### src/sv/bmp_stream_to_bgra_top_defines.svh
// ---------------------------------------------------------------------------
// BMP stream decoder assertion macros
// Shared assertion forms, clocked on aclk and held off during reset.
// ---------------------------------------------------------------------------
`ifndef BMP_STREAM_TO_BGRA_TOP_DEFINES_SVH
`define BMP_STREAM_TO_BGRA_TOP_DEFINES_SVH

// An implication or expression that must hold at every clock edge.
`define BSB_ASSERT(lbl, prop, msg) \
    lbl: assert property (@(posedge aclk) disable iff (!aresetn) prop) else $error(msg);

// A condition that must never be seen at a clock edge.
`define BSB_ASSERT_NEVER(lbl, expr, msg) \
    lbl: assert property (@(posedge aclk) disable iff (!aresetn) !(expr)) else $error(msg);

`endif

### src/sv/bsb_pkg.sv
// ---------------------------------------------------------------------------
// BMP stream decoder package
// Types, codes and constants shared by the decoder modules.
// ---------------------------------------------------------------------------
package bsb_pkg;

    localparam logic [31:0] MAX_WIDTH  = 32'd4096;
    localparam logic [31:0] MAX_HEIGHT = 32'd4096;
    localparam logic [31:0] HDR_LEN    = 32'd54;
    localparam logic [31:0] HDR_LAST   = 32'd53;

    localparam logic [7:0]  SIG_B      = 8'h42;
    localparam logic [7:0]  SIG_M      = 8'h4D;
    localparam logic [7:0]  OPAQUE     = 8'hFF;

    localparam logic [15:0] BPP_24     = 16'd24;
    localparam logic [15:0] BPP_32     = 16'd32;
    localparam logic [31:0] COMP_RGB   = 32'd0;
    localparam logic [31:0] COMP_BITF  = 32'd3;

    localparam int COORD_W = 12;
    localparam int DIM_W   = 13;
    localparam int ROWSZ_W = 15;
    localparam int NEED_W  = ROWSZ_W + DIM_W;

    typedef enum logic {
        KIND_PIXEL = 1'b0,
        KIND_ERROR = 1'b1
    } kind_t;

    typedef enum logic [2:0] {
        ERR_NONE  = 3'd0,
        ERR_SHORT = 3'd1,
        ERR_SIG   = 3'd2,
        ERR_FMT   = 3'd3,
        ERR_DIM   = 3'd4,
        ERR_TRUNC = 3'd5,
        ERR_SIZE  = 3'd6
    } err_code_t;

    typedef struct packed {
        kind_t                kind;
        logic [7:0]           blue;
        logic [7:0]           green;
        logic [7:0]           red;
        logic [7:0]           alpha;
        logic [COORD_W-1:0]   column;
        logic [COORD_W-1:0]   row;
        err_code_t            error_code;
        logic                 last;
    } res_t;

    typedef struct packed {
        logic [31:0] width;
        logic [31:0] height;
        logic [15:0] bpp;
    } hdr_fields_t;

    typedef struct packed {
        logic [31:0]       hmag;
        logic [NEED_W-1:0] need;
        logic [1:0]        pad;
    } geom_t;

endpackage

### src/sv/bsb_geom.sv
// ---------------------------------------------------------------------------
// BMP stream decoder geometry
// Registered height magnitude, row size, pixel data size and row padding,
// derived from the captured header fields.
// ---------------------------------------------------------------------------
module bsb_geom (
    input  logic                aclk,
    input  bsb_pkg::hdr_fields_t hdr,
    output bsb_pkg::geom_t      geom
);

    logic [31:0]                   hmag_reg, hmag_next;
    logic [bsb_pkg::ROWSZ_W-1:0]   row_size_reg, row_size_next;
    logic [bsb_pkg::NEED_W-1:0]    need_reg, need_next;
    logic [1:0]                    pad_reg, pad_next;
    logic [bsb_pkg::ROWSZ_W-1:0]   w15;
    logic [bsb_pkg::ROWSZ_W-1:0]   rs24;

    always_comb begin
        w15       = {2'b00, hdr.width[bsb_pkg::DIM_W-1:0]};
        rs24      = (w15 + (w15 << 1) + 15'd3) & ~15'd3;
        hmag_next = hdr.height[31] ? (32'd0 - hdr.height) : hdr.height;
        if (hdr.bpp == bsb_pkg::BPP_32) begin
            row_size_next = w15 << 2;
            pad_next      = 2'd0;
        end else begin
            row_size_next = rs24;
            pad_next      = hdr.width[1:0];
        end
        need_next = bsb_pkg::NEED_W'(row_size_reg * hmag_reg[bsb_pkg::DIM_W-1:0]);
    end

    always_ff @(posedge aclk) begin
        hmag_reg     <= hmag_next;
        row_size_reg <= row_size_next;
        need_reg     <= need_next;
        pad_reg      <= pad_next;
    end

    assign geom.hmag = hmag_reg;
    assign geom.need = need_reg;
    assign geom.pad  = pad_reg;

endmodule

### src/sv/bsb_parser.sv
// ---------------------------------------------------------------------------
// BMP stream decoder parser
// Header capture and checks, offset and padding skip, pixel assembly.
// Produces at most one result word per processed byte.
// ---------------------------------------------------------------------------
`include "bmp_stream_to_bgra_top_defines.svh"

module bsb_parser (
    input  logic                 aclk,
    input  logic                 aresetn,
    input  logic                 item_valid,
    input  logic [7:0]           item_byte,
    input  logic                 item_sof,
    input  logic [31:0]          file_length,
    input  bsb_pkg::geom_t       geom,
    output bsb_pkg::hdr_fields_t hdr,
    output bsb_pkg::res_t        res,
    output logic                 res_valid
);

    typedef enum logic [1:0] {
        PH_WAIT,
        PH_HEADER,
        PH_BODY,
        PH_DONE
    } phase_t;

    phase_t                         phase_reg, phase_next;
    logic [31:0]                    pos_reg, pos_next;
    logic [31:0]                    offset_reg, offset_next;
    logic [31:0]                    width_reg, width_next;
    logic [31:0]                    height_reg, height_next;
    logic [15:0]                    planes_reg, planes_next;
    logic [15:0]                    bpp_reg, bpp_next;
    logic [31:0]                    comp_reg, comp_next;
    logic [23:0]                    pix_reg, pix_next;
    logic [1:0]                     bip_reg, bip_next;
    logic [bsb_pkg::COORD_W-1:0]    col_reg, col_next;
    logic [bsb_pkg::COORD_W-1:0]    srow_reg, srow_next;
    logic [1:0]                     pad_reg, pad_next;

    logic [31:0]                    pos;
    logic [1:0]                     lane;
    bsb_pkg::err_code_t             hdr_code;
    logic [32:0]                    need_total;
    logic [bsb_pkg::DIM_W-1:0]      hm13;
    logic [bsb_pkg::DIM_W-1:0]      flip_row;
    logic                           col_end;
    logic                           row_end;
    logic                           more_bytes;

    function automatic logic [31:0] put32(input logic [31:0] v, input logic [7:0] b,
                                          input logic [1:0] ln);
        logic [31:0] r;
        r = v;
        r[{ln, 3'b000} +: 8] = b;
        return r;
    endfunction

    function automatic logic [15:0] put16(input logic [15:0] v, input logic [7:0] b,
                                          input logic ln);
        logic [15:0] r;
        r = v;
        r[{ln, 3'b000} +: 8] = b;
        return r;
    endfunction

    assign hdr.width  = width_reg;
    assign hdr.height = height_reg;
    assign hdr.bpp    = bpp_reg;

    always_comb begin
        need_total = {1'b0, offset_next} + {5'b0, geom.need};
        if ((comp_next != bsb_pkg::COMP_RGB && comp_next != bsb_pkg::COMP_BITF) ||
            planes_next != 16'd1 ||
            (bpp_next != bsb_pkg::BPP_24 && bpp_next != bsb_pkg::BPP_32)) begin
            hdr_code = bsb_pkg::ERR_FMT;
        end else if (width_next[31] || width_next == 32'd0 || height_next == 32'd0) begin
            hdr_code = bsb_pkg::ERR_DIM;
        end else if (width_next > bsb_pkg::MAX_WIDTH || geom.hmag > bsb_pkg::MAX_HEIGHT ||
                     offset_next < bsb_pkg::HDR_LEN) begin
            hdr_code = bsb_pkg::ERR_SIZE;
        end else if (need_total > {1'b0, file_length}) begin
            hdr_code = bsb_pkg::ERR_TRUNC;
        end else begin
            hdr_code = bsb_pkg::ERR_NONE;
        end
    end

    always_comb begin
        phase_next  = phase_reg;
        pos_next    = pos_reg;
        offset_next = offset_reg;
        width_next  = width_reg;
        height_next = height_reg;
        planes_next = planes_reg;
        bpp_next    = bpp_reg;
        comp_next   = comp_reg;
        pix_next    = pix_reg;
        bip_next    = bip_reg;
        col_next    = col_reg;
        srow_next   = srow_reg;
        pad_next    = pad_reg;
        res         = '0;
        res_valid   = 1'b0;

        if (item_valid && item_sof) begin
            phase_next  = PH_HEADER;
            pos_next    = 32'd0;
            offset_next = 32'd0;
            width_next  = 32'd0;
            height_next = 32'd0;
            planes_next = 16'd0;
            bpp_next    = 16'd0;
            comp_next   = 32'd0;
            pix_next    = 24'd0;
            bip_next    = 2'd0;
            col_next    = '0;
            srow_next   = '0;
            pad_next    = 2'd0;
        end

        pos        = pos_next;
        lane       = pos[1:0] - 2'd2;
        hm13       = geom.hmag[bsb_pkg::DIM_W-1:0];
        flip_row   = hm13 - 13'd1 - {1'b0, srow_next};
        col_end    = ({1'b0, col_next} + 13'd1) == width_next[bsb_pkg::DIM_W-1:0];
        row_end    = ({1'b0, srow_next} + 13'd1) == hm13;
        more_bytes = (bpp_next == bsb_pkg::BPP_32) ? (bip_next != 2'd3) : (bip_next < 2'd2);

        if (item_valid && (phase_next == PH_HEADER || phase_next == PH_BODY)) begin
            pos_next = pos + 32'd1;
            if (phase_next == PH_HEADER) begin
                if (pos == 32'd0 && file_length < bsb_pkg::HDR_LEN) begin
                    res.kind       = bsb_pkg::KIND_ERROR;
                    res.error_code = bsb_pkg::ERR_SHORT;
                    res.last       = 1'b1;
                    res_valid      = 1'b1;
                    phase_next     = PH_DONE;
                end else if ((pos == 32'd0 && item_byte != bsb_pkg::SIG_B) ||
                             (pos == 32'd1 && item_byte != bsb_pkg::SIG_M)) begin
                    res.kind       = bsb_pkg::KIND_ERROR;
                    res.error_code = bsb_pkg::ERR_SIG;
                    res.last       = 1'b1;
                    res_valid      = 1'b1;
                    phase_next     = PH_DONE;
                end else begin
                    if (pos >= 32'd10 && pos <= 32'd13) begin
                        offset_next = put32(offset_next, item_byte, lane);
                    end else if (pos >= 32'd18 && pos <= 32'd21) begin
                        width_next = put32(width_next, item_byte, lane);
                    end else if (pos >= 32'd22 && pos <= 32'd25) begin
                        height_next = put32(height_next, item_byte, lane);
                    end else if (pos >= 32'd26 && pos <= 32'd27) begin
                        planes_next = put16(planes_next, item_byte, pos[0]);
                    end else if (pos >= 32'd28 && pos <= 32'd29) begin
                        bpp_next = put16(bpp_next, item_byte, pos[0]);
                    end else if (pos >= 32'd30 && pos <= 32'd33) begin
                        comp_next = put32(comp_next, item_byte, lane);
                    end
                    if (pos == bsb_pkg::HDR_LAST) begin
                        if (hdr_code != bsb_pkg::ERR_NONE) begin
                            res.kind       = bsb_pkg::KIND_ERROR;
                            res.error_code = hdr_code;
                            res.last       = 1'b1;
                            res_valid      = 1'b1;
                            phase_next     = PH_DONE;
                        end else begin
                            phase_next = PH_BODY;
                        end
                    end
                end
            end else if (pos >= offset_next) begin
                if (pad_next != 2'd0) begin
                    pad_next = pad_next - 2'd1;
                end else if (more_bytes) begin
                    pix_next[{bip_next, 3'b000} +: 8] = item_byte;
                    bip_next = bip_next + 2'd1;
                end else begin
                    res.kind   = bsb_pkg::KIND_PIXEL;
                    res.blue   = pix_next[7:0];
                    res.green  = pix_next[15:8];
                    if (bpp_next == bsb_pkg::BPP_32) begin
                        res.red   = pix_next[23:16];
                        res.alpha = item_byte;
                    end else begin
                        res.red   = item_byte;
                        res.alpha = bsb_pkg::OPAQUE;
                    end
                    res.column     = col_next;
                    res.row        = height_next[31] ? srow_next
                                                     : flip_row[bsb_pkg::COORD_W-1:0];
                    res.error_code = bsb_pkg::ERR_NONE;
                    res.last       = col_end && row_end;
                    res_valid      = 1'b1;
                    pix_next       = 24'd0;
                    bip_next       = 2'd0;
                    if (col_end) begin
                        col_next  = '0;
                        srow_next = srow_next + 12'd1;
                        pad_next  = geom.pad;
                    end else begin
                        col_next = col_next + 12'd1;
                    end
                    if (col_end && row_end) begin
                        phase_next = PH_DONE;
                    end
                end
            end
        end
    end

    always_ff @(posedge aclk) begin
        if (!aresetn) begin
            phase_reg  <= PH_WAIT;
            pos_reg    <= 32'd0;
            offset_reg <= 32'd0;
            width_reg  <= 32'd0;
            height_reg <= 32'd0;
            planes_reg <= 16'd0;
            bpp_reg    <= 16'd0;
            comp_reg   <= 32'd0;
            pix_reg    <= 24'd0;
            bip_reg    <= 2'd0;
            col_reg    <= '0;
            srow_reg   <= '0;
            pad_reg    <= 2'd0;
        end else begin
            phase_reg  <= phase_next;
            pos_reg    <= pos_next;
            offset_reg <= offset_next;
            width_reg  <= width_next;
            height_reg <= height_next;
            planes_reg <= planes_next;
            bpp_reg    <= bpp_next;
            comp_reg   <= comp_next;
            pix_reg    <= pix_next;
            bip_reg    <= bip_next;
            col_reg    <= col_next;
            srow_reg   <= srow_next;
            pad_reg    <= pad_next;
        end
    end

    `BSB_ASSERT(a_err_last, res_valid && res.kind == bsb_pkg::KIND_ERROR |-> res.last, "error word without last")
    `BSB_ASSERT(a_body_offset, phase_reg == PH_BODY |-> offset_reg >= bsb_pkg::HDR_LEN, "body entered with a bad pixel offset")
    `BSB_ASSERT(a_idle_quiet, item_valid && !item_sof && (phase_reg == PH_WAIT || phase_reg == PH_DONE) |-> !res_valid, "word produced while not parsing")

endmodule

### src/sv/bsb_out_buf.sv
// ---------------------------------------------------------------------------
// BMP stream decoder output buffer
// Result register with a skid entry, so the parser keeps running for one
// word after the receiver stalls.
// ---------------------------------------------------------------------------
`include "bmp_stream_to_bgra_top_defines.svh"

module bsb_out_buf (
    input  logic          aclk,
    input  logic          aresetn,
    input  logic          push,
    input  bsb_pkg::res_t push_data,
    output logic          space,
    output logic          m_valid,
    input  logic          m_ready,
    output bsb_pkg::res_t m_data
);

    logic          main_valid_reg, main_valid_next;
    logic          skid_valid_reg, skid_valid_next;
    bsb_pkg::res_t main_reg, main_next;
    bsb_pkg::res_t skid_reg, skid_next;
    logic          pop;

    assign pop     = main_valid_reg && m_ready;
    assign space   = !skid_valid_reg;
    assign m_valid = main_valid_reg;
    assign m_data  = main_reg;

    always_comb begin
        main_valid_next = main_valid_reg;
        skid_valid_next = skid_valid_reg;
        main_next       = main_reg;
        skid_next       = skid_reg;
        if (pop) begin
            if (skid_valid_reg) begin
                main_next       = skid_reg;
                skid_valid_next = 1'b0;
            end else begin
                main_valid_next = push;
                main_next       = push_data;
            end
        end else if (push) begin
            if (!main_valid_reg) begin
                main_valid_next = 1'b1;
                main_next       = push_data;
            end else begin
                skid_valid_next = 1'b1;
                skid_next       = push_data;
            end
        end
    end

    always_ff @(posedge aclk) begin
        if (!aresetn) begin
            main_valid_reg <= 1'b0;
            skid_valid_reg <= 1'b0;
        end else begin
            main_valid_reg <= main_valid_next;
            skid_valid_reg <= skid_valid_next;
        end
        main_reg <= main_next;
        skid_reg <= skid_next;
    end

    `BSB_ASSERT_NEVER(a_skid_alone, skid_valid_reg && !main_valid_reg, "skid entry held behind an empty result register")
    `BSB_ASSERT_NEVER(a_no_overflow, push && skid_valid_reg, "word pushed into a full buffer")
    `BSB_ASSERT(a_skid_drain, main_valid_reg && skid_valid_reg && m_ready |=> main_valid_reg && !skid_valid_reg, "skid entry not moved forward")

endmodule

### src/sv/bmp_stream_to_bgra_top.sv
// ---------------------------------------------------------------------------
// BMP stream to BGRA decoder, top level
// Streams a 24 or 32 bpp BMP file one byte per word and returns one word
// per pixel with destination coordinates, or one coded error word.
// ---------------------------------------------------------------------------
// Usage: write the file length on the cfg channel while the block is idle,
// then stream the file bytes on the s_ channel with s_start_of_file set on
// the first byte. A set start_of_file restarts the parse at any time.
// The m_ channel returns a word for every complete pixel, top-down row
// numbering, with m_last on the final pixel; a bad header gives a single
// error word with m_last set, and the rest of the file is dropped.
// Path: a byte accepted on s_ is held in the input register, parsed once the
// output buffer has space, and its word is registered before m_valid shows it.
// Throughput: one byte per cycle while the skid entry is empty, set by the
// input register and the combinational parse that feeds the result register.
// Stall: a result register plus one skid entry buffer the output; while the
// skid entry is full, parsing pauses and s_ready drops once the input
// register is also full. s_ready does not depend on m_ready in the same cycle.
// Reset (aresetn low at a clock edge) empties both stages, clears the file
// length and leaves the parser waiting for a start-of-file byte.
// ---------------------------------------------------------------------------
module bmp_stream_to_bgra_top (
    input  logic        aclk,
    input  logic        aresetn,
    input  logic        cfg_valid,
    output logic        cfg_ready,
    input  logic [31:0] cfg_file_length,
    input  logic        s_valid,
    output logic        s_ready,
    input  logic [7:0]  s_file_byte,
    input  logic        s_start_of_file,
    output logic        m_valid,
    input  logic        m_ready,
    output logic        m_result_kind,
    output logic [7:0]  m_blue,
    output logic [7:0]  m_green,
    output logic [7:0]  m_red,
    output logic [7:0]  m_alpha,
    output logic [11:0] m_column,
    output logic [11:0] m_row,
    output logic [2:0]  m_error_code,
    output logic        m_last
);

    logic                 file_length_reg, unused_dummy;
    logic [31:0]          flen_reg, flen_next;
    logic                 in_valid_reg, in_valid_next;
    logic [7:0]           in_byte_reg, in_byte_next;
    logic                 in_sof_reg, in_sof_next;
    logic                 proc_fire;
    logic                 space;
    logic                 res_valid;
    bsb_pkg::res_t        res;
    bsb_pkg::res_t        m_res;
    bsb_pkg::hdr_fields_t hdr;
    bsb_pkg::geom_t       geom;

    assign file_length_reg = 1'b0;
    assign unused_dummy    = file_length_reg;

    assign cfg_ready = 1'b1;
    assign proc_fire = in_valid_reg && space;
    assign s_ready   = !in_valid_reg || proc_fire;

    always_comb begin
        flen_next     = flen_reg;
        in_valid_next = in_valid_reg;
        in_byte_next  = in_byte_reg;
        in_sof_next   = in_sof_reg;
        if (cfg_valid && cfg_ready) begin
            flen_next = cfg_file_length;
        end
        if (s_valid && s_ready) begin
            in_valid_next = 1'b1;
            in_byte_next  = s_file_byte;
            in_sof_next   = s_start_of_file;
        end else if (proc_fire) begin
            in_valid_next = 1'b0;
        end
    end

    always_ff @(posedge aclk) begin
        if (!aresetn) begin
            flen_reg     <= 32'd0;
            in_valid_reg <= 1'b0;
        end else begin
            flen_reg     <= flen_next;
            in_valid_reg <= in_valid_next;
        end
        in_byte_reg <= in_byte_next;
        in_sof_reg  <= in_sof_next;
    end

    bsb_geom u_geom (
        .aclk (aclk),
        .hdr  (hdr),
        .geom (geom)
    );

    bsb_parser u_parser (
        .aclk        (aclk),
        .aresetn     (aresetn),
        .item_valid  (proc_fire),
        .item_byte   (in_byte_reg),
        .item_sof    (in_sof_reg),
        .file_length (flen_reg),
        .geom        (geom),
        .hdr         (hdr),
        .res         (res),
        .res_valid   (res_valid)
    );

    bsb_out_buf u_out_buf (
        .aclk      (aclk),
        .aresetn   (aresetn),
        .push      (res_valid),
        .push_data (res),
        .space     (space),
        .m_valid   (m_valid),
        .m_ready   (m_ready),
        .m_data    (m_res)
    );

    assign m_result_kind = m_res.kind;
    assign m_blue        = m_res.blue;
    assign m_green       = m_res.green;
    assign m_red         = m_res.red;
    assign m_alpha       = m_res.alpha;
    assign m_column      = m_res.column;
    assign m_row         = m_res.row;
    assign m_error_code  = m_res.error_code;
    assign m_last        = m_res.last;

endmodule
### config.mk
export PLATFORM = sky130hd
export DESIGN_NAME = bmp_stream_to_bgra_top
export DESIGN_NICKNAME = d
export VERILOG_FILES = /design/src/sv/bsb_pkg.sv /design/src/sv/bsb_geom.sv /design/src/sv/bsb_parser.sv /design/src/sv/bsb_out_buf.sv /design/src/sv/bmp_stream_to_bgra_top.sv
export VERILOG_INCLUDE_DIRS = /design/src /design/src/sv
export SDC_FILE = /design/constraint.sdc
export NUM_CORES = 2
export LEC_CHECK = 0
export BUFFER_PORTS_ARGS = -buffer_cell sky130_fd_sc_hd__buf_2
export CORE_UTILIZATION = 52
export CTS_CLUSTER_DIAMETER = 30
export DETAILED_ROUTE_END_ITERATION = 7
export GPL_ROUTABILITY_DRIVEN = 0
export PLACE_DENSITY = 0.81
export SYNTH_ARGS = -nofsm -noshare
export SYNTH_HDL_FRONTEND = slang
export SYNTH_SLANG_ARGS = --single-unit
export TNS_END_PERCENT = 10
### constraint.sdc
create_clock -name aclk -period 11.6 [get_ports aclk]
set_input_delay 2.32 -clock aclk [delete_from_list [all_inputs] [get_ports aclk]]
set_output_delay 2.32 -clock aclk [all_outputs]
set_load 0.005 [all_outputs]
==> flow_metrics.tcl <==
set metrics [dict create \
    die_area_um2 62500 \
    peakVddDrop_uv 145 \
    setup_tns_ps 0 \
    die_h_um 250 \
    ys_top_cells_by_area "dfxtp_1 (22%), edfxtp_1 (12%), ha_1 (8.3%)" \
    synth_mux_area_share_pct 1.95 \
    synth-async-reset-ratio_pct 0 \
    fin_ws_ps 1150 \
    grt_pass1_vias 26300 \
    rsz0062_at_grt "no" \
    clk_pin_slew_worst_paths_ps 50 \
    diodes 0 \
    clkSinkCount 485 \
    synth.net_count 3923 \
    drc 0 \
    dieWidth_um 250 \
    synth_edf_count 131 \
    postCtsResizedCells 0 \
    critPathTopFamily "compound AO/OA/AOI/OAI gates" \
    htree_num_levels 3 \
    place_ws_ps 1560 \
    syn_to_final_growth_pct 13.0 \
    clockBufferDepth 3 \
    synth_top_area_share_pct 22.2 \
    fmax_mhz 95.7 \
    cts_made_buffers 88 \
    synth_top_family_by_area "simple AND/OR/NAND/NOR gates" \
    critPathMaxFanout 72 \
    grt_usage_pct 28.5 \
    status "finished, final reports clean" \
    synth_warnings 0 \
    fillers 4989 \
    synth_area_um2 32000 \
    finalCriticalPeriod_ps 10450 \
    finalCritPeriodShare_pct 90.1 \
    ys_types 107 \
    grt-ovfl-total 0 \
    syn_area_per_cell_um2 9.02 \
    seqPwrFrac_pct 38.2 \
    clock-root-buffer "clkbuf_16" \
    cap_violations 0 \
    ys.flop_type "dfxtp_1" \
    grt_max_degree 136 \
    fp.coreArea_um2 60600 \
    synthXorXnorAreaFrac_pct 4.41 \
    p_int_mw 3.52 \
    combPwrFrac_pct 3.1 \
    drive_gt1_share_pct 10.0 \
    final_nets 3958 \
    slew_headroom_pct 18.8 \
    fin_worst_skew_ps 45.4 \
    hold_viol 0 \
    wirelength_um 89600 \
    pin_count 110 \
    synth_compound_area_share_pct 15.5 \
    yosys.area.top_type "dfxtp_1" \
    synth_fa_ha_area_share_pct 16.0 \
    slowest_delay_ps 740 \
    rows 90 \
    cp-start-kind "flop" \
    path_class "flop to flop" \
    maxSlewViolCount 0 \
    seq_area_um2 11000 \
    hp-class "flop to flop" \
    finalSetupViolations 0 \
    yosys.area_share.simple_pct 22.4 \
    cts_setup_buffers 0 \
    critPathBufInv 4 \
    initialDrtViolationCount 3157 \
    ant_nets 0 \
    vias 27300 \
    worst_pin_slew_ps 1210 \
    synth-seq-cells 485 \
    worstPathRequired_ps 11860 \
    cts_hold_buffers 0 \
    antenna_found_initial 2 \
    switching_share_pct 23.5 \
    grt_first_pass_wirelength_um 143000 \
    arrival_ps 10710 \
    cts_tree "done" \
    seq_area_frac_synth_pct 34.5 \
    worst_path_max_delay_cell "nor3_1" \
    avgRoutedWirePerCell_um 20.2 \
    hpwl_um 62100 \
    p_per_area_nw_per_um2 127 \
    firstDrtPassIters 7 \
    via_per_inst 6.14 \
    start_util_pct 52.8 \
    netlist_instances 3543 \
    clk_latency_ps 660 \
    multi_input_area_um2 19300 \
    port-buffer-count 108 \
    end_kind "flop" \
    p_clk_share_pct 58.7 \
    leakagePower_nw 15.9 \
    p_switching_mw 1.08 \
]
[area by class of cell]
type	instances	share of cell area, %
clock buffer	100	6.45
timing repair buffer	142	2.22
inverter	235	2.44
multi-input combinational	2626	53.4
clock inverter	65	2.32
sequential	485	30.5
tap	782	2.71
[worst reg2reg max path: cells and delay by family (launching register included)]
family                     cells  cell delay [ps]
DFF                            1              510
buffers and inverters          4             1510
and+or+nand+nor                7             1920
xor gates and xnor gates       1               90
adders and majority gates      3             1160
AOI/OAI and AO/OA             18             4800
[synthesized netlist by cell type, drive strengths merged (118+ instances only)]
cell	number
nand2	354
nand3	130
and2	230
clkbuf	151
nor2	181
o21ai	136
a21oi	164
dfxtp	354
inv	235
fa	123
nor2b	126
edfxtp	131
xnor2	118
ha	211
[placed cells by master (no fill, tap or decap), types with 34 or more instances in the layout]
cell       count
edfxtp_1     131
nand4_1       46
clkbuf_16     90
a22oi_1       37
mux2i_1       59
fa_1         123
a21o_1        97
buf_4         34
nor2b_1      126
nor3_1        72
xor2_1        43
a21oi_1      160
nand3_1      128
xnor2_1      118
nor2_1       178
buf_2        107
inv_1        235
and3_1        48
ha_1         211
a31oi_1       40
a21boi_0      38
and2_1       230
dfxtp_1      354
nor4_1        35
o21ai_0      130
nand2_1      352
[power by group through the flow]
stage	Combinational [mW]	Clock (mW)	Sequential [mW]
floorplan	0.0922	0	1.79
global placement	0.137	0	1.79
detailed placement	0.138	0	1.79
CTS	0.139	2.71	1.75
global route	0.153	2.80	1.75
finish	0.145	2.70	1.75
[routing by layer]
layer	routed length, um	global-route usage [%]
met1	36800	38.6
met3	9110	5.62
met2	39300	43.7
met5	13	0
met4	4350	13.4
[cell families (layout without fill, tap and decap cells)]
kind of cell | count (synthesis) | in the layout
AND/OR/NAND/NOR | 1342 | 1342
adder cells (fa/ha/maj) | 334 | 334
buffers and inverters | 432 | 542
flip-flops | 485 | 485
multiplexers | 62 | 62
XOR/XNOR | 161 | 161
other | 1 | 1
AO/OA/AOI/OAI | 726 | 726
[stage by stage]
step / hold WS, ps / util [%] / total power [mW] / area (um^2) / std cells
floorplan: 377 / - / 1.88 / 32000 / 3543
global placement: 438 / 54.4 / 1.92 / 33000 / 4270
detailed placement: 443 / 54.4 / 1.93 / 33000 / 4270
CTS: 448 / 59.6 / 4.61 / 36100 / 4435
global route: 455 / 59.6 / 4.71 / 36100 / 4435
finish: 460 / 59.6 / 4.60 / 36100 / 4435
[worst paths after layout]
kind	from	cells past startpoint	slack, ps	to
min reg2reg	u_parser.width_reg[27]	2	460	u_parser.width_reg[27]
min	u_parser.width_reg[27]	2	460	u_parser.width_reg[27]
max	u_out_buf.skid_valid_reg	33	1150	u_out_buf.skid_reg[5]
max reg2reg	u_out_buf.skid_valid_reg	33	1150	u_out_buf.skid_reg[5]
Note: power is estimated with default switching activity, not from simulation.
